### src/hw/rtl/assert_macros.svh
// Assertion macros shared by the frame builder RTL.
// Each use expects signals named clk and arst_n in the enclosing module.
`ifndef ASSERT_MACROS_SVH
`define ASSERT_MACROS_SVH

// Property checked at every edge outside reset.
`define ASSERT_AT(label, prop, msg) \
	label: assert property (@(posedge clk) disable iff (!arst_n) (prop)) \
		else $error(msg);

// Same-cycle implication.
`define ASSERT_IMPL(label, pre, post, msg) \
	label: assert property (@(posedge clk) disable iff (!arst_n) (pre) |-> (post)) \
		else $error(msg);

// Next-cycle implication.
`define ASSERT_NEXT(label, pre, post, msg) \
	label: assert property (@(posedge clk) disable iff (!arst_n) (pre) |=> (post)) \
		else $error(msg);

`endif

### src/hw/rtl/scfb_pkg.sv
// Types and constants for the checksummed frame builder.
// No dependencies; imported by every scfb module.
`default_nettype none

package scfb_pkg;

	localparam int unsigned BURST_MAX = 4;
	localparam int unsigned CNT_W     = 3;
	localparam int unsigned LEFT_W    = 5;

	localparam logic [7:0] MAX_PAYLOAD   = 8'd28;
	localparam logic [7:0] HEADER_RESET  = 8'h88;

	localparam logic OP_START   = 1'b0;
	localparam logic OP_PAYLOAD = 1'b1;

	typedef enum logic [1:0] {
		ST_OK       = 2'd0,
		ST_TOO_LONG = 2'd1,
		ST_IGNORED  = 2'd2
	} status_t;

	typedef struct packed {
		logic       opcode;
		logic [7:0] func_code;
		logic [7:0] payload_len;
		logic [7:0] payload_byte;
	} item_t;

	// Group of results caused by one item, oldest byte in entry 0.
	typedef struct packed {
		logic [BURST_MAX-1:0][7:0] bytes;
		logic [CNT_W-1:0]          cnt;
		logic                      last_end;
		status_t                   status;
	} burst_t;

endpackage

`default_nettype wire

### src/hw/rtl/scfb_frame_ctl.sv
// Frame state (bytes left, running sum, open flag) and result group encoding.
// Depends on scfb_pkg and assert_macros.svh.
`default_nettype none
`include "assert_macros.svh"

module scfb_frame_ctl (
	input  wire logic            clk,
	input  wire logic            arst_n,
	input  wire logic            adv,
	input  wire scfb_pkg::item_t item,
	input  wire logic [7:0]      header_byte,
	output scfb_pkg::burst_t     burst
);
	import scfb_pkg::*;

	logic [LEFT_W-1:0] bytes_left_q, bytes_left_d, left_dec;
	logic [7:0]        running_sum_q, running_sum_d, sum3, sum_pl;
	logic              frame_open_q, frame_open_d;
	logic              too_long;

	assign too_long = item.payload_len > MAX_PAYLOAD;
	assign sum3     = header_byte + item.func_code + item.payload_len;
	assign sum_pl   = running_sum_q + item.payload_byte;
	assign left_dec = bytes_left_q - LEFT_W'(1);

	always_comb begin
		burst         = '0;
		burst.status  = ST_OK;
		bytes_left_d  = bytes_left_q;
		running_sum_d = running_sum_q;
		frame_open_d  = frame_open_q;
		if (item.opcode == OP_START) begin
			frame_open_d = 1'b0;
			bytes_left_d = '0;
			if (too_long) begin
				burst.cnt    = CNT_W'(1);
				burst.status = ST_TOO_LONG;
			end else begin
				burst.bytes[0] = header_byte;
				burst.bytes[1] = item.func_code;
				burst.bytes[2] = item.payload_len;
				burst.bytes[3] = sum3;
				if (item.payload_len == 8'd0) begin
					burst.cnt      = CNT_W'(4);
					burst.last_end = 1'b1;
					running_sum_d  = '0;
				end else begin
					burst.cnt     = CNT_W'(3);
					running_sum_d = sum3;
					bytes_left_d  = item.payload_len[LEFT_W-1:0];
					frame_open_d  = 1'b1;
				end
			end
		end else if (!frame_open_q) begin
			burst.cnt    = CNT_W'(1);
			burst.status = ST_IGNORED;
		end else begin
			burst.bytes[0] = item.payload_byte;
			burst.bytes[1] = sum_pl;
			bytes_left_d   = left_dec;
			if (left_dec == '0) begin
				burst.cnt      = CNT_W'(2);
				burst.last_end = 1'b1;
				running_sum_d  = '0;
				frame_open_d   = 1'b0;
			end else begin
				burst.cnt     = CNT_W'(1);
				running_sum_d = sum_pl;
			end
		end
	end

	always_ff @(posedge clk or negedge arst_n) begin
		if (!arst_n) begin
			bytes_left_q  <= '0;
			running_sum_q <= '0;
			frame_open_q  <= 1'b0;
		end else if (adv) begin
			bytes_left_q  <= bytes_left_d;
			running_sum_q <= running_sum_d;
			frame_open_q  <= frame_open_d;
		end
	end

	`ASSERT_IMPL(a_open_has_left, frame_open_q, bytes_left_q != '0,
		"open frame with no payload bytes left")
	`ASSERT_NEXT(a_start_closes, adv && item.opcode == OP_START && too_long,
		!frame_open_q, "rejected start left a frame open")

endmodule

`default_nettype wire

### src/hw/rtl/scfb_burst.sv
// Result serializer: holds one result group and shifts it out one byte per transfer.
// Depends on scfb_pkg and assert_macros.svh.
`default_nettype none
`include "assert_macros.svh"

module scfb_burst (
	input  wire logic             clk,
	input  wire logic             arst_n,
	input  wire logic             load,
	input  wire scfb_pkg::burst_t burst,
	output logic                  free,
	output logic                  res_valid,
	input  wire logic             res_stall,
	output logic [7:0]            out_byte,
	output logic                  frame_end,
	output logic [1:0]            status
);
	import scfb_pkg::*;

	logic [BURST_MAX-1:0][7:0] bytes_q;
	logic [CNT_W-1:0]          cnt_q;
	logic                      end_q;
	status_t                   status_q;
	logic                      take;

	assign res_valid = cnt_q != '0;
	assign take      = res_valid && !res_stall;
	assign free      = (cnt_q == '0) || (cnt_q == CNT_W'(1) && !res_stall);
	assign out_byte  = bytes_q[0];
	assign frame_end = end_q && cnt_q == CNT_W'(1);
	assign status    = status_q;

	always_ff @(posedge clk or negedge arst_n) begin
		if (!arst_n) begin
			cnt_q <= '0;
		end else if (load) begin
			cnt_q <= burst.cnt;
		end else if (take) begin
			cnt_q <= cnt_q - CNT_W'(1);
		end
	end

	always_ff @(posedge clk) begin
		if (load) begin
			bytes_q  <= burst.bytes;
			end_q    <= burst.last_end;
			status_q <= burst.status;
		end else if (take) begin
			bytes_q <= {8'd0, bytes_q[BURST_MAX-1:1]};
		end
	end

	`ASSERT_IMPL(a_load_when_free, load,
		(cnt_q == '0) || (cnt_q == CNT_W'(1) && !res_stall), "group loaded over pending results")
	`ASSERT_NEXT(a_group_continues, take && cnt_q > CNT_W'(1), res_valid,
		"result group cut short")

endmodule

`default_nettype wire

### src/hw/rtl/sum_checked_frame_builder.sv
// Top level of the checksummed frame builder: input register, header register,
// frame control and result serializer. Depends on scfb_pkg, scfb_frame_ctl, scfb_burst.
//
//   channel  | handshake               | payload
//   ---------+-------------------------+-------------------------------------------
//   item     | item_valid / item_stall | opcode, func_code, payload_len, payload_byte
//   result   | res_valid / res_stall   | out_byte, frame_end, status
//   config   | cfg_valid / cfg_ready   | cfg_data (header byte)
//
// An item is registered, then encoded combinationally into a group of 1 to 4 results.
// Results leave one per cycle while res_stall is low; the number of results per item is
// payload bytes 1, closing byte 2, start 3 or 4, errors 1.
// The next item loads while the last result of a group transfers.
// Reset clears the frame state and sets the header byte to 0x88.
`default_nettype none

module sum_checked_frame_builder (
	input  wire logic       clk,
	input  wire logic       arst_n,
	input  wire logic       cfg_valid,
	output logic            cfg_ready,
	input  wire logic [7:0] cfg_data,
	input  wire logic       item_valid,
	output logic            item_stall,
	input  wire logic       opcode,
	input  wire logic [7:0] func_code,
	input  wire logic [7:0] payload_len,
	input  wire logic [7:0] payload_byte,
	output logic            res_valid,
	input  wire logic       res_stall,
	output logic [7:0]      out_byte,
	output logic            frame_end,
	output logic [1:0]      status
);
	import scfb_pkg::*;

	logic       cfg_wr;
	logic [7:0] header_byte_q;
	item_t      item_s1;
	logic       valid_s1;
	logic       adv, free, accept;
	burst_t     burst;

	assign cfg_ready  = 1'b1;
	assign adv        = valid_s1 && free;
	assign item_stall = valid_s1 && !adv;
	assign accept     = item_valid && !item_stall;
	assign cfg_wr     = cfg_valid && cfg_ready;

	always_ff @(posedge clk or negedge arst_n) begin
		if (!arst_n) begin
			header_byte_q <= HEADER_RESET;
			valid_s1      <= 1'b0;
		end else begin
			if (cfg_wr) begin
				header_byte_q <= cfg_data;
			end
			if (accept) begin
				valid_s1 <= 1'b1;
			end else if (adv) begin
				valid_s1 <= 1'b0;
			end
		end
	end

	always_ff @(posedge clk) begin
		if (accept) begin
			item_s1 <= '{opcode: opcode, func_code: func_code,
				payload_len: payload_len, payload_byte: payload_byte};
		end
	end

	scfb_frame_ctl u_ctl (
		.clk         (clk),
		.arst_n      (arst_n),
		.adv         (adv),
		.item        (item_s1),
		.header_byte (header_byte_q),
		.burst       (burst)
	);

	scfb_burst u_burst (
		.clk       (clk),
		.arst_n    (arst_n),
		.load      (adv),
		.burst     (burst),
		.free      (free),
		.res_valid (res_valid),
		.res_stall (res_stall),
		.out_byte  (out_byte),
		.frame_end (frame_end),
		.status    (status)
	);

endmodule

`default_nettype wire

### config.mk
export PLATFORM = sky130hd
export DESIGN_NAME = sum_checked_frame_builder
export DESIGN_NICKNAME = d
export VERILOG_FILES = /design/src/hw/rtl/scfb_pkg.sv /design/src/hw/rtl/scfb_frame_ctl.sv /design/src/hw/rtl/scfb_burst.sv /design/src/hw/rtl/sum_checked_frame_builder.sv
export VERILOG_INCLUDE_DIRS = /design/src /design/src/hw/rtl
export SDC_FILE = /design/constraint.sdc
export NUM_CORES = 1
export LEC_CHECK = 0
export ABC_AREA = 1
export BUFFER_PORTS_ARGS = -buffer_cell sky130_fd_sc_hd__clkbuf_2
export CORE_UTILIZATION = 59
export CTS_CLUSTER_DIAMETER = 150
export DETAILED_ROUTE_END_ITERATION = 6
export PLACE_DENSITY_LB_ADDON = 0.3
export SETUP_SLACK_MARGIN = 0.3
export SLEW_MARGIN = 0
export SYNTH_ARGS = -nofsm -noshare
export SYNTH_HDL_FRONTEND = slang
export SYNTH_SLANG_ARGS = --single-unit
### constraint.sdc
create_clock -name clk -period 2.6 [get_ports clk]
set_input_delay 0.26 -clock clk [delete_from_list [all_inputs] [get_ports clk]]
set_output_delay 0.26 -clock clk [all_outputs]
set_load 0.02 [all_outputs]
==> Word-level counts from Yosys, hierarchy flattened <==
Cells that the tools add are included.
{ "op_classes": {"reduce_logical": 18, "eq_ne": 3, "bitwise": 0, "mul": 0, "shift": 0, "order_cmp": 1, "n_addsub": 5, "n_mux": 34, "n_div": 0} }
{ "ops": {"columns": ["operator", "count"], "rows": [
  ["$mux W32", 3],
  ["$mux W8", 5],
  ["$mux W16", 2],
  ["$add A8 B8 Y8", 3],
  ["$mux W22", 1],
  ["$mux W5", 4],
  ["$mux W3", 5],
  ["$mux W1", 12],
  ["$gt A8 B5 Y1 const B", 1],
  ["$logic_not A8 Y1", 1],
  ["$logic_and A1 B1 Y1", 6],
  ["$logic_not A5 Y1", 1],
  ["$sub A5 B1 Y5 const B", 1],
  ["$mux W2", 2],
  ["$reduce_bool A2 Y1", 2],
  ["$eq A3 B1 Y1 const B", 1],
  ["$logic_not A1 Y1", 3],
  ["$logic_not A3 Y1", 1],
  ["$reduce_and A3 Y1", 1],
  ["$reduce_bool A3 Y1", 1],
  ["$sub A3 B1 Y3 const B", 1],
  ["$ne A2 B1 Y1 const B", 1],
  ["$ne A2 B2 Y1 const B", 1],
  ["$reduce_and A2 Y1", 1],
  ["$logic_or A1 B1 Y1", 1]
]} }
{ "word_totals": {"ram_bits": 0, "memories": 0, "romBits": 0, "elab_cells": 77, "inputBits": 38, "output_inout_bits": 14, "latch_bits": 0, "ff_bits": 86} }

==> Logic depth before layout (Yosys ltp) <==
Gate-level depths: netlist (run 1).
{ "depth": {"depth_word": 9, "depth_mapped": 13, "ltp_nobuf": 13} }

==> By module <==
A second synthesis (run 1) with hierarchy kept.
{ "unflattened": {"hier_cells": 549, "area_unflattened_um2": 4893.4} }
{ "by_module_without_submodules": {"columns": ["module", "cells_each", "seq_area_each_um2", "instances", "area_per_inst_um2"], "rows": [
  ["scfb_frame_ctl", 307, 350.3, 1, 1961.9],
  ["scfb_burst", 173, 1126.1, 1, 1798.0],
  ["sum_checked_frame_builder", 69, 978.4, 1, 1133.6]
]} }

==> Worst setup path after synthesis (run 1) <==
OpenSTA, ideal clock, no wires.
{ "synth_path": {"path_type": "flip-flop to flip-flop", "start": "reg item_s1[9] (netlist bit)", "end": "reg u_burst.bytes_q[31] (netlist bit), data pin", "period_less_slack_ps": 2162, "path_stages_with_launch": 12, "t_required_ps": 2348, "n_path_buf": 0, "slack_ps": 438, "t_arrival_ps": 1910, "setup_ps": 252, "cell_sequence": "edfxtp_1 inv_1 fa_1 inv_1 ha_1 fa_1 nand3_1 nand3_1 inv_1 nand2_1 nand2_1 nor2_1"} }
{ "synth_between": {"elab_chain_cells": 4, "elab_cells_between_ends": 5, "classes_between": "add/sub (1); order compare (1); mux (3)"} }
{ "synth_rtl": {"columns": ["element", "line", "rtl"], "rows": [
  ["start, declared", "sum_checked_frame_builder.sv:39", "item_t item_s1;"],
  ["start signal, assigned", "sum_checked_frame_builder.sv:68", "item_s1 <= '{opcode: opcode, func_code: func_code,"],
  ["$add A8 B8 Y8 or $gt A8 B5 Y1 (tied branches)", "scfb_frame_ctl.sv:22, scfb_frame_ctl.sv:21", null],
  ["$mux W32 *", "scfb_frame_ctl.sv:35", "if (too_long) begin"],
  ["$mux W16 *", "scfb_frame_ctl.sv:32", "if (item.opcode == OP_START) begin"],
  ["$mux W32 *", "scfb_burst.sv:44", "if (load) begin"],
  ["end signal, assigned", "scfb_burst.sv:45", "bytes_q <= burst.bytes;"],
  ["end signal, assigned", "scfb_burst.sv:49", "bytes_q <= {8'd0, bytes_q[BURST_MAX-1:1]};"],
  ["end, declared", "scfb_burst.sv:20", "logic [BURST_MAX-1:0][7:0] bytes_q;"]
]} }
Every way passes the cells marked *; elsewhere a longest branch is shown, timed or not.
A chain may end at the register's enable or synchronous reset.

==> Worst setup path after layout (run 1) <==
{ "layout_path": {"start": "reg header_byte_q[1]", "end": "reg u_ctl.running_sum_q[5]"} }
{ "layout_between": {"elab_chain_cells": 5} }
{ "layout_rtl": {"columns": ["element", "line", "rtl"], "rows": [
  ["start, declared", "sum_checked_frame_builder.sv:38", "logic [7:0] header_byte_q;"],
  ["start signal, assigned", "sum_checked_frame_builder.sv:56", "header_byte_q <= cfg_data;"],
  ["$add A8 B8 Y8 (2 in a row)", "scfb_frame_ctl.sv:22", "assign sum3 = header_byte + item.func_code + item.payload_len;"],
  ["$mux W8", "scfb_frame_ctl.sv:43", "if (item.payload_len == 8'd0) begin"],
  ["$mux W8", "scfb_frame_ctl.sv:35", null],
  ["$mux W8", "scfb_frame_ctl.sv:32", null],
  ["end signal, assigned", "scfb_frame_ctl.sv:80", "running_sum_q <= running_sum_d;"],
  ["end, declared", "scfb_frame_ctl.sv:17", "logic [7:0] running_sum_q, running_sum_d, sum3, sum_pl;"]
]} }
No other way between the ends. The select of a mux whose other input is x is not followed.

==> impl_metrics.ini, run 1 <==
[synthesis]
number_of_enable_flip_flop_cells_after_synthesis = 60
synth-seq-area-share_pct = 51.7
ys_seq_elements = 86
synth_common_cells = 136 x sky130_fd_sc_hd__nand2_1, 69 x sky130_fd_sc_hd__inv_1, 60 x sky130_fd_sc_hd__edfxtp_1, 53 x sky130_fd_sc_hd__nor2_1, 35 x sky130_fd_sc_hd__nand3_1
yosys.area.top_type = sky130_fd_sc_hd__edfxtp_1
synthesis.yosys.warnings = 0
yosys.cell_count.top_type = sky130_fd_sc_hd__nand2_1
net_count_after_synthesis = 583
synthTopCellsByArea = sky130_fd_sc_hd__edfxtp_1 38%, sky130_fd_sc_hd__dfrtp_1 13%, sky130_fd_sc_hd__nand2_1 11%
postSynth.asyncResetShare_pct = 30.2
avgSynthCellArea_um2 = 9.17
dominantRegCellSynth = sky130_fd_sc_hd__edfxtp_1
synth_cell_type_count = 36
synth_top_cell_area_share_pct = 37.9
syn_inst = 518
post_synth_instance_area_um2 = 4750

[route]
detail_route.wirelength_um = 10800
ant_nets = 0
routed-via-count = 3676
drc = 0
dr.first_iter.drc_count = 272
vias_per_cell = 5.45
drt-wirelength-per-cell_um = 16.0
firstDrtPassIters = 5

[place]
place.gp.congestion = 0.868
port-buffer-count = 50
placed_wire_length_estimate_after_detailed_placement_um = 7630

[clock_tree]
numCtsBuffers = 9
tritoncts_clock_tree = yes
h-tree-depth = 3
clock_pin_slew_reported_for_the_worst_setup_and_hold_paths_after_clock_tree_synthesis_ns = 0.09
clock_path_buffers = 2
ctsRootBufferMaster = sky130_fd_sc_hd__clkbuf_8
clkLatencyLatePin_ns = 0.36
clock_sinks = 86

[setup_path]
critPathLaunchType = flip-flop
reg2reg_setup_slack_ns = 0.41
crit_arrival_ns = 2.45
critPathKind = flip-flop to flip-flop
worst_setup_path_end_kind = flip-flop
critPathMaxFanout = 3
regToRegEndpoint = u_ctl.running_sum_q[5]
worst-r2r-cell-count = 13
worstPathCellList = inv_2, fa_1, inv_2, ha_4, fa_2, nand2_2, nand2_1, nand2_1, nand2_1, nand2_1, nand2_1, nor2_1, nor2_1
slowest_delay_ns = 0.55
crit_path_frequent_cell = sky130_fd_sc_hd__nand2_1
cp_slowest_cell = sky130_fd_sc_hd__fa_1
worst_ep_required_time_ns = 2.86
worst_r2r_startpoint = header_byte_q[1]

[sta]
final_setup_skew_ns = 0.00501
setup_viol = 0
setup_tns_ns = 0
timing.slew.headroom_pct = 49.5
post-route-min-period_ns = 2.19
min_period_over_period_pct = 84.3
worstMarginPinSlew_ns = 0.758
achievable-frequency_mhz = 456
hold_viol = 0
slew_viol_final = 0
timing.hold.ws_ns = 0.0659
grt_setup_unrepaired = true

[global_route]
grt_pass1_vias = 3604
grtUsageTotal_pct = 27.0
global_route.overflow_total = 0
grt_max_degree = 37
antenna_found_initial = 0
grt_first_pass_wirelength_um = 17200

[floorplan]
core_um2 = 7770
initial_core_util_pct = 61.2
io_pins = 52
chipWidth_um = 91.7
core.rowCount = 32
die_area_um2 = 8420
dieHeight_um = 91.7

[outcome]
run_status = finished clean

[cells_and_area]
layout-drive-gt1-share_pct = 18.0
nNetsFinal = 633
n_antenna_cell = 0
finish.utilization_pct = 67.9
layout-area-overhead-vs-synth_pct = 11.0

[hold_path]
hold_start = func_code[5]
hp-class = input pin to flip-flop
timing.hold.worst_endpoint = item_s1[21]
hold-path-cell-count = 1

[power_and_ir_drop]
power.share.switching_pct = 43.1
power.leakage_uw = 0.00250
intPower_uw = 3650
p_switching_uw = 2770
clock_power_share_pct = 14.6
power_density_nw_per_um2 = 1220
seq_power_share_pct = 37.4
worst_ir_drop_vdd_uv = 657
power.combinational.fraction_pct = 48.1

[flow_run]
maxCapViolCount = 0
[kinds of logic (layout without fill, tap and decap cells)]
group	Yosys count	count (layout)	synth area share, %
and+or+nand+nor	244	244	22.0
other	1	1	0.0789
buffers and inverters	95	150	9.29
DFF	86	86	51.7
adders and majority gates	27	27	8.53
AOI/OAI and AO/OA	57	57	6.95
xor gates and xnor gates	8	8	1.47
[cells in the final DEF (no fill, tap or decap), types with 2 or more instances in the layout]
master | netlist | final
sky130_fd_sc_hd__nand2_1 | 136 | 135
sky130_fd_sc_hd__inv_1 | 69 | 66
sky130_fd_sc_hd__edfxtp_1 | 60 | 60
sky130_fd_sc_hd__nor2_1 | 53 | 53
sky130_fd_sc_hd__clkbuf_2 | 0 | 50
sky130_fd_sc_hd__nand3_1 | 35 | 35
sky130_fd_sc_hd__dfrtp_1 | 24 | 24
sky130_fd_sc_hd__o21ai_0 | 22 | 22
sky130_fd_sc_hd__a21oi_1 | 19 | 19
sky130_fd_sc_hd__ha_1 | 18 | 16
sky130_fd_sc_hd__o211ai_1 | 10 | 10
sky130_fd_sc_hd__clkbuf_8 | 0 | 9
sky130_fd_sc_hd__fa_1 | 9 | 8
sky130_fd_sc_hd__buf_4 | 11 | 8
sky130_fd_sc_hd__inv_2 | 3 | 6
sky130_fd_sc_hd__nor2_2 | 5 | 5
sky130_fd_sc_hd__xnor2_1 | 5 | 5
sky130_fd_sc_hd__nand2_2 | 3 | 4
sky130_fd_sc_hd__nand2_4 | 3 | 3
sky130_fd_sc_hd__inv_6 | 1 | 3
sky130_fd_sc_hd__nand3b_1 | 3 | 3
sky130_fd_sc_hd__xor2_1 | 3 | 3
sky130_fd_sc_hd__inv_4 | 2 | 2
sky130_fd_sc_hd__o21ai_1 | 2 | 2
sky130_fd_sc_hd__nand4_1 | 2 | 2
sky130_fd_sc_hd__ha_4 | 0 | 2
sky130_fd_sc_hd__dfstp_2 | 2 | 2
[worst max-delay path, delay by kind of cell, from the launching register on]
| family | cells | cell delay [ns] |
|---|---|---|
| adder cells (fa/ha/maj) | 3 | 1.08 |
| buffers and inverters | 2 | 0.10 |
| flip-flops | 1 | 0.35 |
| AND/OR/NAND/NOR | 8 | 0.56 |
[layer usage]
layer	global-route usage, %	wire [um]
met3	6.30	790
met5	0	0
met2	45.4	5280
met1	34.8	4480
met4	8.72	223
[registers in the layout, summed over array words and instances (netlist names)]
signal,cells
u_ctl.bytes_left_q,5
header_byte_q,8
valid_s1,1
u_ctl.frame_open_q,1
u_burst.out_byte,8
u_burst.cnt_q,3
u_burst.status,2
item_s1,25
u_burst.bytes_q,24
u_burst.end_q,1
u_ctl.running_sum_q,8
[power by group through the flow]
stage / logic [uW] / registers (uW) / clock network, uW
after CTS: 3000 / 2390 / 948
after global routing: 3440 / 2440 / 995
final: 3080 / 2400 / 936
after detailed placement: 2960 / 2420 / 0
after global placement: 2830 / 2400 / 0
after floorplan: 2330 / 2350 / 0
[area by class of cell]
cell class	count	area (um^2)
Fill cell	632	2490
Sequential cell	86	2450
Multi-Input combinational cell	337	1890
Timing Repair Buffer	59	320
Inverter	75	292
Tap cell	102	128
Clock buffer	9	124
Clock inverter	7	72.6
[per-stage QoR]
stage	setup slack (ns)	cells	power, uW	instance area [um^2]
global placement	0.329	655	5230	5020
detailed placement	0.229	655	5380	5020
global route	0.269	675	6880	5280
finish	0.409	675	6410	5280
floorplan	0.438	518	4680	4750
CTS	0.307	672	6330	5230
[worst max-delay path by stage]
stage / slack [ns] / endpoint / start
6_report: 0.41 / u_ctl.running_sum_q[5] / header_byte_q[1]
5_1_grt: 0.27 / u_ctl.running_sum_q[5] / header_byte_q[1]
3_5_place_dp: 0.23 / u_ctl.running_sum_q[5] / item_s1[9]
4_1_cts: 0.31 / u_ctl.running_sum_q[5] / item_s1[9]
3_3_place_gp: 0.33 / u_burst.bytes_q[31] / item_s1[9]
2_1_floorplan: 0.44 / u_burst.bytes_q[31] / item_s1[9]
[timing repair]
action / CTS / global route
buffers inserted: 0 / 3
resized for setup: 2 / 6
pin swaps: 1 / 7
endpoints found under the hold margin: 24 / 0
endpoints found under the setup margin: 3 / 3
hold buffers: 1 / 0
No activity file was read; power rests on OpenSTA's default activity.
==> run 2, diff against run 1 <==
--- a/config.mk
+++ b/config.mk
@@ -6,9 +6,9 @@
 export SDC_FILE = /design/constraint.sdc
 export NUM_CORES = 1
 export LEC_CHECK = 0
-export ABC_AREA = 1
+export ABC_AREA = 0
 export BUFFER_PORTS_ARGS = -buffer_cell sky130_fd_sc_hd__clkbuf_2
-export CORE_UTILIZATION = 59
+export CORE_UTILIZATION = 53
 export CTS_CLUSTER_DIAMETER = 150
 export DETAILED_ROUTE_END_ITERATION = 6
 export PLACE_DENSITY_LB_ADDON = 0.3
==> constraint.sdc (replaced) <==
create_clock -name clk -period 1.93 [get_ports clk]
set_input_delay 0.193 -clock clk [delete_from_list [all_inputs] [get_ports clk]]
set_output_delay 0.193 -clock clk [all_outputs]
set_load 0.02 [all_outputs]
==> run 2 against run 1 <==
  * The flow now finishes with violations (negative hold slack, negative setup slack)
  * Utilization rose by 23 points
  * Wire length rose by 100%
  * Via count rose by 32%
  * Design area rose by 42%
  * Total power rose by 120%
  * Sequential share of layout area fell by 14 points
  * Flip-flop and latch count did not move
  * Critical path depth fell by 2
  * Setup slack got worse by 1.3 ns
==> impl_metrics.ini, run 2 <==
[route]
drc = 0
firstDrtPassIters = 7
vias_per_cell = 6.99
detail_route.wirelength_um = 21900
drt-wirelength-per-cell_um = 31.7
ant_nets = 0
routed-via-count = 4839
dr.first_iter.drc_count = 756

[synthesis]
avgSynthCellArea_um2 = 11.6
yosys.cell_count.top_type = sky130_fd_sc_hd__edfxtp_1
synthesis.yosys.warnings = 0
post_synth_instance_area_um2 = 4490
synth_cell_type_count = 51
synth_common_cells = 60 x sky130_fd_sc_hd__edfxtp_1, 42 x sky130_fd_sc_hd__nor2_1, 26 x sky130_fd_sc_hd__nand2_1, 24 x sky130_fd_sc_hd__dfrtp_1, 24 x sky130_fd_sc_hd__inv_1
yosys.area.top_type = sky130_fd_sc_hd__edfxtp_1
number_of_enable_flip_flop_cells_after_synthesis = 60
postSynth.asyncResetShare_pct = 30.2
synth_top_cell_area_share_pct = 40.1
ys_seq_elements = 86
synthTopCellsByArea = sky130_fd_sc_hd__edfxtp_1 40%, sky130_fd_sc_hd__dfrtp_1 13%, sky130_fd_sc_hd__ha_1 5.0%
syn_inst = 389
dominantRegCellSynth = sky130_fd_sc_hd__edfxtp_1
net_count_after_synthesis = 454
synth-seq-area-share_pct = 54.6

[sta]
timing.slew.headroom_pct = 46.9
min_period_over_period_pct = 146
slew_viol_final = 0
hold_viol = 1
setup_tns_ns = -16.19
achievable-frequency_mhz = 354
timing.hold.ws_ns = -0.00262
worst_slack_ns = -0.895
worstMarginPinSlew_ns = 0.797
setup_viol = 81
final_setup_skew_ns = 0.0250
grt_setup_unrepaired = true
post-route-min-period_ns = 2.82

[place]
placedCellCount = 573
place_area_um2 = 5370
place.gp.congestion = 0.874
port-buffer-count = 50
placed_wire_length_estimate_after_detailed_placement_um = 7100

[floorplan]
dieHeight_um = 94.1
die_area_um2 = 8850
core_um2 = 8220
core.rowCount = 33
io_pins = 52
initial_core_util_pct = 54.7
chipWidth_um = 94.1

[setup_path]
worst_ep_required_time_ns = 2.20
worstPathCellList = inv_2, fa_1, inv_2, ha_4, fa_2, buf_4, a21o_1, a21oi_2, xnor2_2, a221oi_2, nor2_1
worst_setup_path_end_kind = flip-flop
critical_path.n_buffers_inverters = 3
critPathMaxFanout = 2
critPathLaunchType = flip-flop
cp_top_family = adder cells
crit_arrival_ns = 3.09
cp_slowest_cell = sky130_fd_sc_hd__fa_1
critPathKind = flip-flop to flip-flop
crit_path_frequent_cell = sky130_fd_sc_hd__inv_2
slowest_delay_ns = 0.56
reg2reg_setup_slack_ns = -0.89

[cells_and_area]
largest_register_ff_count = 25
layout-area-overhead-vs-synth_pct = 66.8
finish.utilization_pct = 91.2
n_antenna_cell = 0
final_design_area_no_fill_um2 = 7490
largest-register = item_s1
nNetsFinal = 647
leading_cell_type_in_the_layout_fill_and_taps_excluded = sky130_fd_sc_hd__buf_4
top_regs = item_s1: 25 flops, u_burst.bytes_q: 24 flops
finalNonFillerCells = 692
layout-drive-gt1-share_pct = 57.4
most-common-layout-cells = 75 x sky130_fd_sc_hd__buf_4, 60 x sky130_fd_sc_hd__edfxtp_1, 48 x sky130_fd_sc_hd__clkbuf_2, 33 x sky130_fd_sc_hd__buf_6, 27 x sky130_fd_sc_hd__nor2_1

[clock_tree]
numCtsBuffers = 9
ctsRootBufferMaster = sky130_fd_sc_hd__clkbuf_8
h-tree-depth = 3
clock_pin_slew_reported_for_the_worst_setup_and_hold_paths_after_clock_tree_synthesis_ns = 0.10
clkLatencyLatePin_ns = 0.39
tritoncts_clock_tree = yes
clock_sinks = 86
clock_path_buffers = 2

[power_and_ir_drop]
worst_ir_drop_vdd_uv = 1260
power.leakage_uw = 0.00316
power_density_nw_per_um2 = 1920
post-layout-total-power_uw = 14400

[global_route]
grt_max_degree = 27
grtUsageTotal_pct = 42.0
global_route.overflow_total = 0
grt_pass1_vias = 4540
antenna_found_initial = 0
grt_first_pass_wirelength_um = 26100

[outcome]
run_status = finished with violations
violations = negative hold slack, negative setup slack

[hold_path]
hp-class = input pin to flip-flop

[flow_run]
maxCapViolCount = 0
[run 2: where the power goes]
| group | internal, uW | total, uW | leakage (uW) | switching (uW) |
|---|---|---|---|---|
| registers | 2880 | 3450 | 0.000892 | 574 |
| logic | 4540 | 9530 | 0.00217 | 5000 |
| clock network | 633 | 1390 | 0.0000980 | 754 |
| total | 8050 | 14400 | 0.00316 | 6320 |
[run 2: per-stage QoR]
step	worst slack, ns	hold WS (ns)
global route	-0.962	-0.0223
CTS	-0.572	0.000342
detailed placement	-0.636	0.275
global placement	-0.580	0.271
floorplan	-0.509	-0.103
finish	-0.895	-0.00262
[run 2: path summary, 6_finish.rpt]
check                                         start                endpoint  cells past startpoint
min in group asynchronous                    arst_n   u_ctl.bytes_left_q[3]                      2
worst min-delay path                 payload_len[6]             item_s1[14]                      1
worst max-delay path                     item_s1[9]  u_ctl.running_sum_q[5]                     11
worst min register to register  u_burst.bytes_q[31]     u_burst.bytes_q[23]                      1
max in group asynchronous                    arst_n        u_burst.cnt_q[0]                      2
worst max register to register           item_s1[9]  u_ctl.running_sum_q[5]                     11
[run 2: worst reg2reg max path, stage by stage (launching register included)]
cell and delay [ns]:
sky130_fd_sc_hd__edfxtp_1 0.38, sky130_fd_sc_hd__inv_2 0.06, sky130_fd_sc_hd__fa_1 0.56, sky130_fd_sc_hd__inv_2 0.05, sky130_fd_sc_hd__ha_4 0.16, sky130_fd_sc_hd__fa_2 0.39
sky130_fd_sc_hd__buf_4 0.17, sky130_fd_sc_hd__a21o_1 0.21, sky130_fd_sc_hd__a21oi_2 0.18, sky130_fd_sc_hd__xnor2_2 0.10, sky130_fd_sc_hd__a221oi_2 0.34, sky130_fd_sc_hd__nor2_1 0.12
[run 2: routing by layer]
metal / vias to the layer above / wire length [um] / track usage [%]
met3: 220 / 3030 / 10.8
met1: 2296 / 7130 / 50.1
met4: 4 / 2080 / 28.1
li1: 1799 / - / -
met5: - / 96 / 0
met2: 520 / 9580 / 66.8
[run 2: cell type report]
type	instances	area, um^2
clock buffer	12	145
clock inverter	4	47.5
fill	246	722
inverter	24	98.8
multi-input combinational	258	2660
sequential	86	2460
tap	105	131
timing repair buffer	203	1960
[run 2: what timing repair did]
item                       4_1_cts  5_1_grt
buffers inserted                49       22
pin swaps                       52       42
gates cloned                    12        0
resized for setup              120       80
setup endpoints to repair      111      113
hold buffers                    13        7
hold endpoints to repair        36        7
[run 2: cell families after synthesis]
group | count (synthesis) | synth area share, %
simple gates | 114 | 12.4
flops | 86 | 54.6
other cells | 1 | 0.0835
fa+ha+maj | 27 | 9.02
compound gates | 92 | 14.3
buf+inv | 48 | 5.04
mux | 9 | 2.26
xor+xnor | 12 | 2.34
